**src/rtl/core/tcw_pkg.sv**
```systemverilog
// Shared types and constants of the text console writer.
// No dependencies; every other file refers to this one by scoped names.
package tcw_pkg;

   localparam int ACTION_W = 2;
   localparam int CHAR_W   = 8;
   localparam int NUMBER_W = 32;
   localparam int COL_W    = 7;
   localparam int ROW_W    = 5;
   localparam int ADDR_W   = 11;
   localparam int WORD_W   = 16;
   localparam int ATTR_W   = 8;

   localparam int DIGITS   = 10;
   localparam int DIGIT_W  = 4;
   localparam int BCD_W    = DIGITS * DIGIT_W;
   localparam int LEFT_W   = 4;

   localparam logic [ACTION_W-1:0] ACT_PUT_CHAR   = 2'd0;
   localparam logic [ACTION_W-1:0] ACT_PRINT_NUM  = 2'd1;
   localparam logic [ACTION_W-1:0] ACT_SET_CURSOR = 2'd2;

   localparam logic [CHAR_W-1:0] CHAR_NUL     = 8'h00;
   localparam logic [CHAR_W-1:0] CHAR_LF      = 8'h0A;
   localparam logic [CHAR_W-1:0] CHAR_SPACE   = 8'h20;
   localparam logic [CHAR_W-1:0] CHAR_MINUS   = 8'h2D;
   localparam logic [CHAR_W-1:0] CHAR_ZERO    = 8'h30;

   localparam logic [ATTR_W-1:0] ATTR_RESET   = 8'h0F;

   localparam logic KIND_WRITE = 1'b0;
   localparam logic KIND_CLEAR = 1'b1;

   // digit stream from the decimal converter to the cursor engine
   typedef struct packed {
      logic               valid;
      logic [DIGIT_W-1:0] digit;
      logic               last;
   } bcd_status_type;

endpackage

```
**src/rtl/core/tcw_if.sv**
```systemverilog
// Handshake channels of the text console writer: request, response, register write.
// Depends on tcw_pkg for field widths.
interface tcw_req_if;
   logic                                valid;
   logic                                ready;
   logic [tcw_pkg::ACTION_W-1:0]        action;
   logic [tcw_pkg::CHAR_W-1:0]          char_code;
   logic signed [tcw_pkg::NUMBER_W-1:0] number_value;
   logic [tcw_pkg::COL_W-1:0]           new_column;
   logic [tcw_pkg::ROW_W-1:0]           new_row;

   modport source (output valid, action, char_code, number_value, new_column, new_row,
                   input ready);
   modport sink   (input valid, action, char_code, number_value, new_column, new_row,
                   output ready);
endinterface

interface tcw_rsp_if;
   logic                         valid;
   logic                         ready;
   logic                         result_kind;
   logic [tcw_pkg::ADDR_W-1:0]   cell_address;
   logic [tcw_pkg::WORD_W-1:0]   cell_word;
   logic                         last_result;

   modport source (output valid, result_kind, cell_address, cell_word, last_result,
                   input ready);
   modport sink   (input valid, result_kind, cell_address, cell_word, last_result,
                   output ready);
endinterface

interface tcw_csr_if;
   logic                       valid;
   logic                       ready;
   logic [tcw_pkg::ATTR_W-1:0] color_attribute;

   modport source (output valid, color_attribute, input ready);
   modport sink   (input valid, color_attribute, output ready);
endinterface

```
**src/rtl/core/tcw_bcd.sv**
```systemverilog
// Iterative binary to decimal converter (shift and add-3, one bit per cycle),
// then a digit stream with leading zeros dropped. Depends on tcw_pkg.
module tcw_bcd (
   input  logic                          clock,
   input  logic                          reset,
   input  logic                          start,
   input  logic [tcw_pkg::NUMBER_W-1:0]  bin,
   input  logic                          next,
   output tcw_pkg::bcd_status_type       status
);

   localparam logic [1:0] PH_IDLE = 2'd0;
   localparam logic [1:0] PH_CONV = 2'd1;
   localparam logic [1:0] PH_SKIP = 2'd2;
   localparam logic [1:0] PH_OUT  = 2'd3;

   localparam int STEP_W = $clog2(tcw_pkg::NUMBER_W);

   logic [1:0]                     phase_ff, phase_in;
   logic [tcw_pkg::NUMBER_W-1:0]   bin_ff, bin_in;
   logic [tcw_pkg::BCD_W-1:0]      bcd_ff, bcd_in;
   logic [STEP_W-1:0]              step_ff, step_in;
   logic [tcw_pkg::LEFT_W-1:0]     left_ff, left_in;
   logic [tcw_pkg::BCD_W-1:0]      adj;
   logic [tcw_pkg::DIGIT_W-1:0]    top_digit;

   // add 3 to every digit of 5 or more before the shift
   always_comb begin
      logic [tcw_pkg::DIGIT_W-1:0] d;
      adj = '0;
      for (int i = 0; i < tcw_pkg::DIGITS; i++) begin
         d = bcd_ff[i*tcw_pkg::DIGIT_W +: tcw_pkg::DIGIT_W];
         adj[i*tcw_pkg::DIGIT_W +: tcw_pkg::DIGIT_W] = (d >= 4'd5) ? d + 4'd3 : d;
      end
   end

   assign top_digit = bcd_ff[tcw_pkg::BCD_W-1 -: tcw_pkg::DIGIT_W];

   always_comb begin
      phase_in = phase_ff;
      bin_in   = bin_ff;
      bcd_in   = bcd_ff;
      step_in  = step_ff;
      left_in  = left_ff;
      unique case (phase_ff)
         PH_IDLE: begin
            if (start) begin
               bin_in   = bin;
               bcd_in   = '0;
               step_in  = STEP_W'(tcw_pkg::NUMBER_W - 1);
               left_in  = tcw_pkg::LEFT_W'(tcw_pkg::DIGITS);
               phase_in = PH_CONV;
            end
         end
         PH_CONV: begin
            bcd_in  = {adj[tcw_pkg::BCD_W-2:0], bin_ff[tcw_pkg::NUMBER_W-1]};
            bin_in  = {bin_ff[tcw_pkg::NUMBER_W-2:0], 1'b0};
            step_in = step_ff - 1'b1;
            if (step_ff == '0) begin
               phase_in = PH_SKIP;
            end
         end
         PH_SKIP: begin
            // keep at least one digit so zero prints as '0'
            if (top_digit == '0 && left_ff > 4'd1) begin
               bcd_in  = {bcd_ff[tcw_pkg::BCD_W-tcw_pkg::DIGIT_W-1:0], {tcw_pkg::DIGIT_W{1'b0}}};
               left_in = left_ff - 1'b1;
            end else begin
               phase_in = PH_OUT;
            end
         end
         PH_OUT: begin
            if (next) begin
               bcd_in  = {bcd_ff[tcw_pkg::BCD_W-tcw_pkg::DIGIT_W-1:0], {tcw_pkg::DIGIT_W{1'b0}}};
               left_in = left_ff - 1'b1;
               if (left_ff == 4'd1) begin
                  phase_in = PH_IDLE;
               end
            end
         end
         default: phase_in = PH_IDLE;
      endcase
   end

   always_ff @(posedge clock) begin
      if (reset) begin
         phase_ff <= PH_IDLE;
      end else begin
         phase_ff <= phase_in;
      end
      bin_ff  <= bin_in;
      bcd_ff  <= bcd_in;
      step_ff <= step_in;
      left_ff <= left_in;
   end

   assign status.valid = (phase_ff == PH_OUT);
   assign status.digit = top_digit;
   assign status.last  = (left_ff == 4'd1);

endmodule

```
**src/rtl/core/text_console_writer.sv**
```systemverilog
// Text console writer: cursor engine that turns character, number and cursor
// requests into cell writes and clear-screen responses. Depends on tcw_pkg,
// tcw_if and tcw_bcd.
//
// One request at a time. A character is accepted in S_IDLE and its cell write
// is loaded into the response register in S_PUT once that register is free;
// a write that runs off the bottom adds a clear in S_CLEAR. A newline moves
// the cursor in S_PUT and adds a clear in S_CLEAR at the bottom. Code zero,
// cursor loads and the unused action finish in the accepting cycle. A number
// runs through the shift-and-add-3 converter: it is converted bit by bit,
// its leading zeros are dropped, then each printed digit goes through S_NUM
// and S_PUT like a character, with a clear where it runs off the bottom. A
// minus sign is written while the conversion runs. Responses sit in an output
// register, so a response stall holds the engine only when the next write is
// due. The next request is taken once the final response of the previous one
// is in that register. The attribute register may be written at any idle time
// and takes effect on the next write.
module text_console_writer #(
   parameter int SCREEN_COLUMNS = 80,
   parameter int SCREEN_ROWS    = 25
) (
   input  logic       clock,
   input  logic       reset,
   tcw_req_if.sink    req_if,
   tcw_rsp_if.source  rsp_if,
   tcw_csr_if.sink    csr_if
);

   localparam logic [1:0] S_IDLE  = 2'd0;
   localparam logic [1:0] S_PUT   = 2'd1;
   localparam logic [1:0] S_CLEAR = 2'd2;
   localparam logic [1:0] S_NUM   = 2'd3;

   localparam logic [tcw_pkg::COL_W:0] COLS_V = (tcw_pkg::COL_W+1)'(SCREEN_COLUMNS);
   localparam logic [tcw_pkg::ROW_W:0] ROWS_V = (tcw_pkg::ROW_W+1)'(SCREEN_ROWS);
   localparam logic [tcw_pkg::COL_W-1:0] COL_MAX = tcw_pkg::COL_W'(SCREEN_COLUMNS - 1);
   localparam logic [tcw_pkg::ROW_W-1:0] ROW_MAX = tcw_pkg::ROW_W'(SCREEN_ROWS - 1);
   localparam int LIN_W = tcw_pkg::COL_W + 1 + tcw_pkg::ROW_W;

   logic [1:0]                   state_ff, state_in;
   logic [tcw_pkg::COL_W-1:0]    col_ff, col_in;
   logic [tcw_pkg::ROW_W-1:0]    row_ff, row_in;
   logic [tcw_pkg::ATTR_W-1:0]   attr_ff, attr_in;
   logic [tcw_pkg::CHAR_W-1:0]   ch_ff, ch_in;
   logic                         last_ff, last_in;
   logic                         num_ff, num_in;

   logic                         rsp_valid_ff, rsp_valid_in;
   logic                         rsp_kind_ff, rsp_kind_in;
   logic [tcw_pkg::ADDR_W-1:0]   rsp_addr_ff, rsp_addr_in;
   logic [tcw_pkg::WORD_W-1:0]   rsp_word_ff, rsp_word_in;
   logic                         rsp_last_ff, rsp_last_in;

   logic                         slot_free;
   logic                         accept;
   logic [tcw_pkg::COL_W:0]      col_inc;
   logic [tcw_pkg::ROW_W:0]      row_inc;
   logic [LIN_W-1:0]             cell_lin;
   logic [1:0]                   after_put;
   logic [tcw_pkg::NUMBER_W-1:0] magnitude;
   logic                         bcd_start;
   logic                         bcd_next;
   tcw_pkg::bcd_status_type      bcd_status;

   assign slot_free = !rsp_valid_ff || rsp_if.ready;
   assign accept    = req_if.valid && req_if.ready;
   assign col_inc   = {1'b0, col_ff} + 1'b1;
   assign row_inc   = {1'b0, row_ff} + 1'b1;
   assign cell_lin  = LIN_W'(row_ff) * LIN_W'(COLS_V) + LIN_W'(col_ff);
   assign after_put = num_ff ? S_NUM : S_IDLE;

   assign req_if.ready = (state_ff == S_IDLE);
   assign csr_if.ready = 1'b1;

   // 0 - x gives the right magnitude for the most negative value too
   assign magnitude = req_if.number_value[tcw_pkg::NUMBER_W-1]
                      ? 32'd0 - req_if.number_value : req_if.number_value;
   assign bcd_start = accept && req_if.action == tcw_pkg::ACT_PRINT_NUM;

   tcw_bcd u_bcd (
      .clock  (clock),
      .reset  (reset),
      .start  (bcd_start),
      .bin    (magnitude),
      .next   (bcd_next),
      .status (bcd_status)
   );

   always_comb begin
      state_in     = state_ff;
      col_in       = col_ff;
      row_in       = row_ff;
      attr_in      = attr_ff;
      ch_in        = ch_ff;
      last_in      = last_ff;
      num_in       = num_ff;
      bcd_next     = 1'b0;
      rsp_valid_in = rsp_valid_ff && !rsp_if.ready;
      rsp_kind_in  = rsp_kind_ff;
      rsp_addr_in  = rsp_addr_ff;
      rsp_word_in  = rsp_word_ff;
      rsp_last_in  = rsp_last_ff;

      if (csr_if.valid) begin
         attr_in = csr_if.color_attribute;
      end

      unique case (state_ff)
         S_IDLE: begin
            if (accept) begin
               unique case (req_if.action)
                  tcw_pkg::ACT_PUT_CHAR: begin
                     if (req_if.char_code != tcw_pkg::CHAR_NUL) begin
                        ch_in    = req_if.char_code;
                        last_in  = 1'b1;
                        num_in   = 1'b0;
                        state_in = S_PUT;
                     end
                  end
                  tcw_pkg::ACT_PRINT_NUM: begin
                     num_in  = 1'b1;
                     if (req_if.number_value[tcw_pkg::NUMBER_W-1]) begin
                        ch_in    = tcw_pkg::CHAR_MINUS;
                        last_in  = 1'b0;
                        state_in = S_PUT;
                     end else begin
                        state_in = S_NUM;
                     end
                  end
                  tcw_pkg::ACT_SET_CURSOR: begin
                     col_in = (req_if.new_column > COL_MAX) ? COL_MAX : req_if.new_column;
                     row_in = (req_if.new_row > ROW_MAX) ? ROW_MAX : req_if.new_row;
                  end
                  default: ;
               endcase
            end
         end
         S_PUT: begin
            if (ch_ff == tcw_pkg::CHAR_LF) begin
               col_in = '0;
               row_in = row_inc[tcw_pkg::ROW_W-1:0];
               state_in = (row_inc >= ROWS_V) ? S_CLEAR : after_put;
            end else if (slot_free) begin
               rsp_valid_in = 1'b1;
               rsp_kind_in  = tcw_pkg::KIND_WRITE;
               rsp_addr_in  = cell_lin[tcw_pkg::ADDR_W-1:0];
               rsp_word_in  = {attr_ff, ch_ff};
               if (col_inc >= COLS_V) begin
                  col_in = '0;
                  row_in = row_inc[tcw_pkg::ROW_W-1:0];
                  if (row_inc >= ROWS_V) begin
                     rsp_last_in = 1'b0;
                     state_in    = S_CLEAR;
                  end else begin
                     rsp_last_in = last_ff;
                     state_in    = after_put;
                  end
               end else begin
                  col_in      = col_inc[tcw_pkg::COL_W-1:0];
                  rsp_last_in = last_ff;
                  state_in    = after_put;
               end
            end
         end
         S_CLEAR: begin
            if (slot_free) begin
               rsp_valid_in = 1'b1;
               rsp_kind_in  = tcw_pkg::KIND_CLEAR;
               rsp_addr_in  = '0;
               rsp_word_in  = {attr_ff, tcw_pkg::CHAR_SPACE};
               rsp_last_in  = last_ff;
               col_in       = '0;
               row_in       = '0;
               state_in     = after_put;
            end
         end
         S_NUM: begin
            if (bcd_status.valid) begin
               bcd_next = 1'b1;
               ch_in    = tcw_pkg::CHAR_ZERO | {4'd0, bcd_status.digit};
               last_in  = bcd_status.last;
               num_in   = !bcd_status.last;
               state_in = S_PUT;
            end
         end
         default: state_in = S_IDLE;
      endcase
   end

   always_ff @(posedge clock) begin
      if (reset) begin
         state_ff     <= S_IDLE;
         col_ff       <= '0;
         row_ff       <= '0;
         attr_ff      <= tcw_pkg::ATTR_RESET;
         num_ff       <= 1'b0;
         rsp_valid_ff <= 1'b0;
      end else begin
         state_ff     <= state_in;
         col_ff       <= col_in;
         row_ff       <= row_in;
         attr_ff      <= attr_in;
         num_ff       <= num_in;
         rsp_valid_ff <= rsp_valid_in;
      end
      ch_ff       <= ch_in;
      last_ff     <= last_in;
      rsp_kind_ff <= rsp_kind_in;
      rsp_addr_ff <= rsp_addr_in;
      rsp_word_ff <= rsp_word_in;
      rsp_last_ff <= rsp_last_in;
   end

   assign rsp_if.valid        = rsp_valid_ff;
   assign rsp_if.result_kind  = rsp_kind_ff;
   assign rsp_if.cell_address = rsp_addr_ff;
   assign rsp_if.cell_word    = rsp_word_ff;
   assign rsp_if.last_result  = rsp_last_ff;

endmodule

```
**src/flat_wrapper.sv**
```systemverilog
// flat-port wrapper written by rule: the top's interface ports become plain ports
module text_console_writer_flat 
#(
   parameter int SCREEN_COLUMNS = 80,
   parameter int SCREEN_ROWS    = 25
)
  (clock, reset, req_if_valid, req_if_action, req_if_char_code, req_if_number_value, req_if_new_column, req_if_new_row, req_if_ready, rsp_if_valid, rsp_if_result_kind, rsp_if_cell_address, rsp_if_cell_word, rsp_if_last_result, rsp_if_ready, csr_if_valid, csr_if_color_attribute, csr_if_ready);
  tcw_req_if req_if_i ();
  tcw_rsp_if rsp_if_i ();
  tcw_csr_if csr_if_i ();
  input  logic clock;
  input  logic reset;
  input wire logic [$bits(req_if_i.valid)-1:0] req_if_valid;
  input wire logic [$bits(req_if_i.action)-1:0] req_if_action;
  input wire logic [$bits(req_if_i.char_code)-1:0] req_if_char_code;
  input wire logic [$bits(req_if_i.number_value)-1:0] req_if_number_value;
  input wire logic [$bits(req_if_i.new_column)-1:0] req_if_new_column;
  input wire logic [$bits(req_if_i.new_row)-1:0] req_if_new_row;
  output wire logic [$bits(req_if_i.ready)-1:0] req_if_ready;
  output wire logic [$bits(rsp_if_i.valid)-1:0] rsp_if_valid;
  output wire logic [$bits(rsp_if_i.result_kind)-1:0] rsp_if_result_kind;
  output wire logic [$bits(rsp_if_i.cell_address)-1:0] rsp_if_cell_address;
  output wire logic [$bits(rsp_if_i.cell_word)-1:0] rsp_if_cell_word;
  output wire logic [$bits(rsp_if_i.last_result)-1:0] rsp_if_last_result;
  input wire logic [$bits(rsp_if_i.ready)-1:0] rsp_if_ready;
  input wire logic [$bits(csr_if_i.valid)-1:0] csr_if_valid;
  input wire logic [$bits(csr_if_i.color_attribute)-1:0] csr_if_color_attribute;
  output wire logic [$bits(csr_if_i.ready)-1:0] csr_if_ready;
  assign req_if_i.valid = req_if_valid;
  assign req_if_i.action = req_if_action;
  assign req_if_i.char_code = req_if_char_code;
  assign req_if_i.number_value = req_if_number_value;
  assign req_if_i.new_column = req_if_new_column;
  assign req_if_i.new_row = req_if_new_row;
  assign req_if_ready = req_if_i.ready;
  assign rsp_if_valid = rsp_if_i.valid;
  assign rsp_if_result_kind = rsp_if_i.result_kind;
  assign rsp_if_cell_address = rsp_if_i.cell_address;
  assign rsp_if_cell_word = rsp_if_i.cell_word;
  assign rsp_if_last_result = rsp_if_i.last_result;
  assign rsp_if_i.ready = rsp_if_ready;
  assign csr_if_i.valid = csr_if_valid;
  assign csr_if_i.color_attribute = csr_if_color_attribute;
  assign csr_if_ready = csr_if_i.ready;
  text_console_writer #(.SCREEN_COLUMNS(SCREEN_COLUMNS), .SCREEN_ROWS(SCREEN_ROWS)) u_core (.clock(clock), .reset(reset), .req_if(req_if_i), .rsp_if(rsp_if_i), .csr_if(csr_if_i));
endmodule
```
**config.mk**
```make
export PLATFORM = sky130hd
export DESIGN_NAME = text_console_writer_flat
export DESIGN_NICKNAME = d
export VERILOG_FILES = /design/src/rtl/core/tcw_pkg.sv /design/src/rtl/core/tcw_if.sv /design/src/rtl/core/tcw_bcd.sv /design/src/rtl/core/text_console_writer.sv /design/src/flat_wrapper.sv
export SDC_FILE = /design/constraint.sdc
export NUM_CORES = 1
export LEC_CHECK = 0
export BUFFER_PORTS_ARGS = -buffer_cell sky130_fd_sc_hd__buf_2
export CORE_ASPECT_RATIO = 0.7
export CORE_MARGIN = 2
export CORE_UTILIZATION = 53
export CTS_CLUSTER_DIAMETER = 30
export DETAILED_ROUTE_END_ITERATION = 8
export GPL_ROUTABILITY_DRIVEN = 0
export GPL_TIMING_DRIVEN = 0
export HOLD_SLACK_MARGIN = 0.15
export PLACE_DENSITY = 0.83
export SLEW_MARGIN = 20
export SYNTH_ARGS = -nofsm -noshare
export SYNTH_HDL_FRONTEND = slang
export SYNTH_SLANG_ARGS = --single-unit
```
**constraint.sdc**
```tcl
create_clock -name clock -period 5.4 [get_ports clock]
set_input_delay 0.27 -clock clock [delete_from_list [all_inputs] [get_ports clock]]
set_output_delay 0.27 -clock clock [all_outputs]
set_load 0.01 [all_outputs]
```
# Yosys cells after proc, flatten, opt, wreduce, memory -nomap -nowiden
# Index checks and enable logic that the tools add are counted.
[op_classes]
eq_ne = 27
muxes = 97
order_cmp = 15
n_reduce_logical = 29
addsub = 16
n_mul = 1
[ops]
columns = ["op", "n"]
rows = [
  ["$pmux W40 S4", 1],
  ["$mux W40", 3],
  ["$mux W32", 2],
  ["$pmux W32 S2", 1],
  ["$mux W7", 7],
  ["$mux W16", 3],
  ["$mux W4", 12],
  ["$ge A4 B3 Y1 const B", 10],
  ["$mux W5", 8],
  ["$add A4 B2 Y4 const B", 9],
  ["$mux W11", 3],
  ["$mux W8", 4],
  ["$pmux W16 S2", 1],
  ["$pmux W8 S2", 2],
  ["$sub A1 B32 Y32 const A", 1],
  ["$mux W2", 15],
  ["$pmux W11 S2", 1],
  ["$pmux W7 S3", 1],
  ["$mux W1", 19],
  ["$reduce_and A6 Y1", 3],
  ["$pmux W2 S4", 2],
  ["$pmux W5 S3", 1],
  ["$reduce_and A5 Y1", 3],
  ["$ne A2 B2 Y1 const B", 7],
  ["36 further kinds", 66],
]
[word_totals]
register_bits = 145
output_inout_bits = 32
in_bits = 67
word_cells = 202

# Longest topological paths before layout
[logic_depth]
ltp_word = 7
mapped_depth = 9
depth_no_buf = 9

# Cells and area by module
# A second synthesis with hierarchy kept.
[hier_totals]
hier_cells = 786
hier_area_um2 = 8475.6
[by_module_without_submodules]
columns = ["mod", "n_inst", "seq_area_each_um2", "cells_each", "area_each_um2"]
rows = [
  ["tcw_bcd", 1, 2472.4, 392, 4647.0],
  ["text_console_writer", 1, 1621.6, 394, 3828.7],
]

# Worst setup path before layout
# Ideal clock, no wire load.
[synth_path]
path_type = "register to register"
start = "register u_core.state_ff[1]"
end = "register u_core.u_bcd.left_ff[0] in the netlist's numbering (enable)"
period_less_slack_ns = 4.822
setup_slack_ns = 0.578
t_arrival_ns = 4.488
path_stages_with_launch = 7
n_path_buf = 0
t_required_ns = 5.067
setup_ns = 0.333
cell_sequence = "dfxtp_1 -> inv_1 -> ha_1 -> nand4b_1 -> a21oi_1 -> a21boi_0 -> nor2b_1"
[synth_via]
elab_chain_len = 5
elab_cells_between_ends = 8
cone_classes = "3 x eq/ne; 1 x mux; 4 x reduce/logical"
[synth_rtl]
columns = ["item", "line", "source"]
rows = [
  ["start, declared", "text_console_writer.sv:40", "logic [1:0] state_ff, state_in;"],
  ["start signal, assigned", "text_console_writer.sv:199", "state_ff <= state_in;"],
  ["$logic_not A2 Y1", "text_console_writer.sv:72", "assign req_if.ready = (state_ff == S_IDLE);"],
  ["net req_if_ready", "flat_wrapper.sv:19", "output wire logic [$bits(req_if_i.ready)-1:0] req_if_ready;"],
  ["$logic_and A1 B1 Y1", "text_console_writer.sv:66", "assign accept = req_if.valid && req_if.ready;"],
  ["$logic_and A1 B1 Y1", "text_console_writer.sv:78", "assign bcd_start = accept && req_if.action == tcw_pkg::ACT_PRINT_NUM;"],
  ["$ne A2 B1 Y1 (no source line)", "n/a", ""],
  ["$reduce_and A4 Y1 (no source line)", "n/a", ""],
  ["end signal, assigned", "tcw_bcd.sv:94", "left_ff <= left_in;"],
  ["end, declared", "tcw_bcd.sv:23", "logic [tcw_pkg::LEFT_W-1:0] left_ff, left_in;"],
]
# The timed path passes the listed nets, and every way through them passes these cells.
# A chain may end at the register's enable or synchronous reset.

# Worst setup path in the final report
[layout_path]
start = "register u_core.u_bcd.phase_ff[1]"
end = "register u_core.u_bcd.bin_ff[16] in the netlist's numbering (enable)"
[layout_via]
elab_chain_len = 3
elab_cells_between_ends = 5
cone_classes = "2 x eq/ne; 3 x reduce/logical"
[layout_rtl]
columns = ["item", "line", "source"]
rows = [
  ["start, declared", "tcw_bcd.sv:19", "logic [1:0] phase_ff, phase_in;"],
  ["start signal, assigned", "tcw_bcd.sv:89", "phase_ff <= phase_in;"],
  ["$eq A2 B1 Y1 or $logic_not A2 Y1 (tied branches)", "tcw_bcd.sv:45", "unique case (phase_ff)"],
  ["$reduce_bool A2 Y1 (no source line) or $ne A2 B1 Y1 (tied branches)", "n/a", ""],
  ["$reduce_and A2 Y1 (no source line) *", "n/a", ""],
  ["end signal, assigned", "tcw_bcd.sv:91", "bin_ff <= bin_in;"],
  ["end, declared", "tcw_bcd.sv:20", "logic [tcw_pkg::NUMBER_W-1:0] bin_ff, bin_in;"],
]
# Mark *: on every way between the ends. The rest lies on a longest branch, timed or not.

==> key figures <==
STA
  – Skew final: 0.006795 ns
  – Fin crit share: 54.44%
  – Final hold vios: 0
  – RSZ-0062 raised after global routing: false
  – Slew Limit Headroom: 38.91%
  – Post-route minimum period: 2.940 ns
  – Slew Limit Fails: 0
  – Worst Tran Pin Value: 0.9139 ns
  – Final setup viols: 0
  – Max frequency: 340.1 MHz

Placement
  – Post-DP HPWL: 14.73 mm
  – Placed instance count: 1145
  – IO buf count: 96

Drt
  – 1st-iter DRT viols: 845
  – Via density: 5.940
  – # DRC: 0
  – Routed Wire Length: 20.99 mm
  – Final ANT Viol Nets: 0
  – WL/cell: 17.70 um
  – Via count: 7045
  – 1st-pass router iterations: 6

Yosys
  – Cells after Synth: 845
  – Synth top area share: 41.63%
  – Number of synthesized register bits: 145
  – Post-synth cell types: 71
  – Mapped Nets: 961
  – Synth Area per Inst: 10.16 um2
  – Commonest cells in the netlist: edfxtp_1 (119), nor2_1 (82), nand2_1 (78)
  – Synth Warn #: 0
  – Post-synthesis sequential area ratio: 47.70%
  – Synth area leaders: edfxtp_1 (42%), ha_1 (6.9%), dfxtp_1 (6.1%)
  – Cell Area, Synth: 8583 um2
  – Number of synthesized flops with an enable pin: 119
  – Top-count cell post-synth: edfxtp_1
  – Main synth FF type: edfxtp_1
  – Area leader, netlist: edfxtp_1
  – Async SR Flop Fraction: 0%

Hold path
  – Worst min-delay path category: input port to flop
  – Worst Hold Launch: req_if_new_column[4]
  – Worst Hold Path EP: u_core.col_ff[4]$_SDFFE_PP0P_
  – Hold depth: 3

Floorplan
  – Initial Utilization: 54.70%
  – Row Count: 38
  – CORE AREA: 15690 um2
  – Die width: 156.1 um
  – Io pins: 99
  – Die Y: 110.5 um
  – Die area: 17240 um2

GRT
  – Total GRT Usage: 24.56%
  – Initial antenna violation count: 0
  – Number of global-route vias before repair: 6811
  – First-pass GRT wire length: 33.64 mm
  – GRT overflow: 0
  – Largest net degree at the start of global routing: 23

Layout
  – Fill cell count: 1255
  – Diodes inserted: 0
  – Non-filler cells, final: 1186
  – Layout Nets: 1090
  – Layout area overhead: 17.95%
  – Share of cells above drive strength 1: 15.82%

Critical path
  – Worst Path Arrival: 3.08 ns
  – Worst reg2reg path depth: 8
  – Worst R2R Setup Slack: 2.46 ns
  – Crit path max-delay family: buffers and inverters
  – Critical path buffer and inverter count: 6
  – Reg2reg end: u_core.u_bcd.bin_ff[16]$_DFFE_PP_
  – Startpoint Class: flop
  – Setup CP Type: flop to flop
  – Max stage delay on crit path: 0.47 ns
  – CP max FO: 16
  – Worst setup EP type: flop
  – Worst r2r src: u_core.u_bcd.phase_ff[1]$_SDFFE_PP0P_
  – Slowest cell on crit path: mux2i_4
  – Worst path required time: 5.54 ns
  – Worst path cell trace: inv_1, ha_1, clkbuf_1, clkinv_1, clkbuf_1, mux2i_4, buf_16, buf_16

CTS
  – Post-CTS Setup Inserts: 0
  – H-tree depth: 4
  – CTS tree: built
  – CTS Buf Count: 17
  – Clock sinks: 145
  – Clock transition at the registers of the reported paths: 0.06 ns
  – Root Driver: clkbuf_16
  – Clock Tree Buf Depth: 2
  – Clock Latency Late Sink: 0.43 ns

Power
  – Worst VDD drop: 0.2862 mV
  – Leakage: 3.807 nW
  – Total power: 0.004522 W
  – Power per cell area: 446.6 nW/um2

Outcome
  – Outcome: finished clean

Flow run
  – Max capacitance violation total: 0
sequential cells by signal, summed over array words and instances, names as in the netlist:
signal	flops
u_core.u_bcd.bcd_ff	40
u_core.u_bcd.bin_ff	32
u_core.rsp_if.cell_word	16
u_core.rsp_if.cell_address	11
u_core.attr_ff	8
u_core.ch_ff	8
u_core.col_ff	7
u_core.row_ff	5
u_core.u_bcd.step_ff	5
u_core.u_bcd.left_ff	4
u_core.state_ff	2
u_core.u_bcd.phase_ff	2
u_core.last_ff	1
u_core.num_ff	1
u_core.rsp_if.last_result	1
u_core.rsp_if.result_kind	1
u_core.rsp_if.valid	1
tightest hold or removal path: cells and delay by family:
family / cells / cell delay, ns
AO/OA/AOI/OAI: 2 / 0.19
buffers and inverters: 1 / 0.09
report_power, final:
group | switching [W] | internal [W] | total (W)
clock network | 0.000478 | 0.000678 | 0.00116
registers | 0.000237 | 0.00160 | 0.00184
logic | 0.000912 | 0.000615 | 0.00153
total | 0.00163 | 0.00289 | 0.00452
cell families (layout without fill, tap and decap cells):
kind of cell    count (synthesis)  after routing  synth area share [%]
flops                         145            145                 47.70
xor+xnor                       55             55                 5.612
other cells                     1              1               0.04369
compound gates                209            209                 17.14
simple gates                  278            278                 15.95
fa+ha+maj                      49             49                 7.318
mux                            18             18                 2.143
buf+inv                        90            231                 4.096
cell usage in the layout (no fill, tap or decap), drive strengths merged, types with 8 or more instances in the layout:
cell,synthesis,final
a21o,11,11
a21oi,39,39
a22oi,12,12
a2bb2oi,8,8
a32oi,10,10
buf,12,112
clkbuf,27,45
clkinv,2,9
dfxtp,26,26
dlygate4sd3,0,10
edfxtp,119,119
ha,47,47
inv,49,51
mux2i,15,15
nand2,78,78
nand2b,14,14
nor2,82,82
nor2b,21,21
nor3,18,18
nor3b,10,10
o211ai,11,11
o21ai,52,52
o31ai,10,10
o41ai,11,11
xnor2,32,32
xor2,23,23
final cells by class:
| class | count | area, um2 | area share [%] |
|---|---|---|---|
| inverters | 51 | 191.4 | 1.891 |
| repair buffers | 110 | 690.7 | 6.822 |
| clock buffers | 18 | 429.2 | 4.239 |
| well taps | 200 | 250.2 | 2.472 |
| clock inverters | 13 | 138.9 | 1.372 |
| flip-flops and latches | 145 | 4094 | 40.44 |
| plain buffers | 39 | 160.2 | 1.582 |
| multi-input cells | 610 | 4169 | 41.18 |
layer usage:
metal / vias up / routed length (um) / track usage, %
met1: 3329 / 9432 / 34.66
met4: 0 / 286 / 7.462
met5: - / 0 / 0
met2: 328 / 9183 / 36.28
met3: 35 / 2090 / 7.692
li1: 3353 / - / -
stage by stage:
step | instance area, um2 | setup TNS, ns | hold slack, ns | worst slack, ns | utilization (%)
4_1_cts | 10120 | 0 | 0.1576 | 2.453 | 64.52
5_1_grt | 10120 | 0 | 0.1611 | 2.292 | 64.52
2_1_floorplan | 8583 | 0 | 0.3981 | 0.5785 | -
3_5_place_dp | 9455 | 0 | 0.4206 | 2.457 | 60.26
3_3_place_gp | 9314 | -31.14 | 0.4130 | -1.029 | 59.36
6_report | 10120 | 0 | 0.1682 | 2.460 | 64.52
repair_timing:
item	CTS	global route
hold buffers	10	0
endpoints found under the hold margin	10	0
setup endpoints to repair	0	0
gates resized for setup	0	0
how the worst max path moves through the flow:
stage                                                startpoint                                    end  slack [ns]  cells after the start
after detailed placement  u_core.u_bcd.phase_ff[1]$_SDFFE_PP0P_      u_core.u_bcd.bin_ff[17]$_DFFE_PP_        2.46                      8
after floorplan                 u_core.state_ff[1]$_SDFFE_PP0P_  u_core.u_bcd.left_ff[0]$_SDFFCE_PP0P_        0.58                      6
final                     u_core.u_bcd.phase_ff[1]$_SDFFE_PP0P_      u_core.u_bcd.bin_ff[16]$_DFFE_PP_        2.46                      8
after global routing      u_core.u_bcd.phase_ff[1]$_SDFFE_PP0P_      u_core.u_bcd.bin_ff[16]$_DFFE_PP_        2.29                      8
after CTS                 u_core.u_bcd.phase_ff[1]$_SDFFE_PP0P_      u_core.u_bcd.bin_ff[16]$_DFFE_PP_        2.45                      8
after global placement          u_core.state_ff[1]$_SDFFE_PP0P_  u_core.u_bcd.left_ff[2]$_SDFFCE_PP0P_       -1.03                      6
Power figures use the tool's default switching activity.
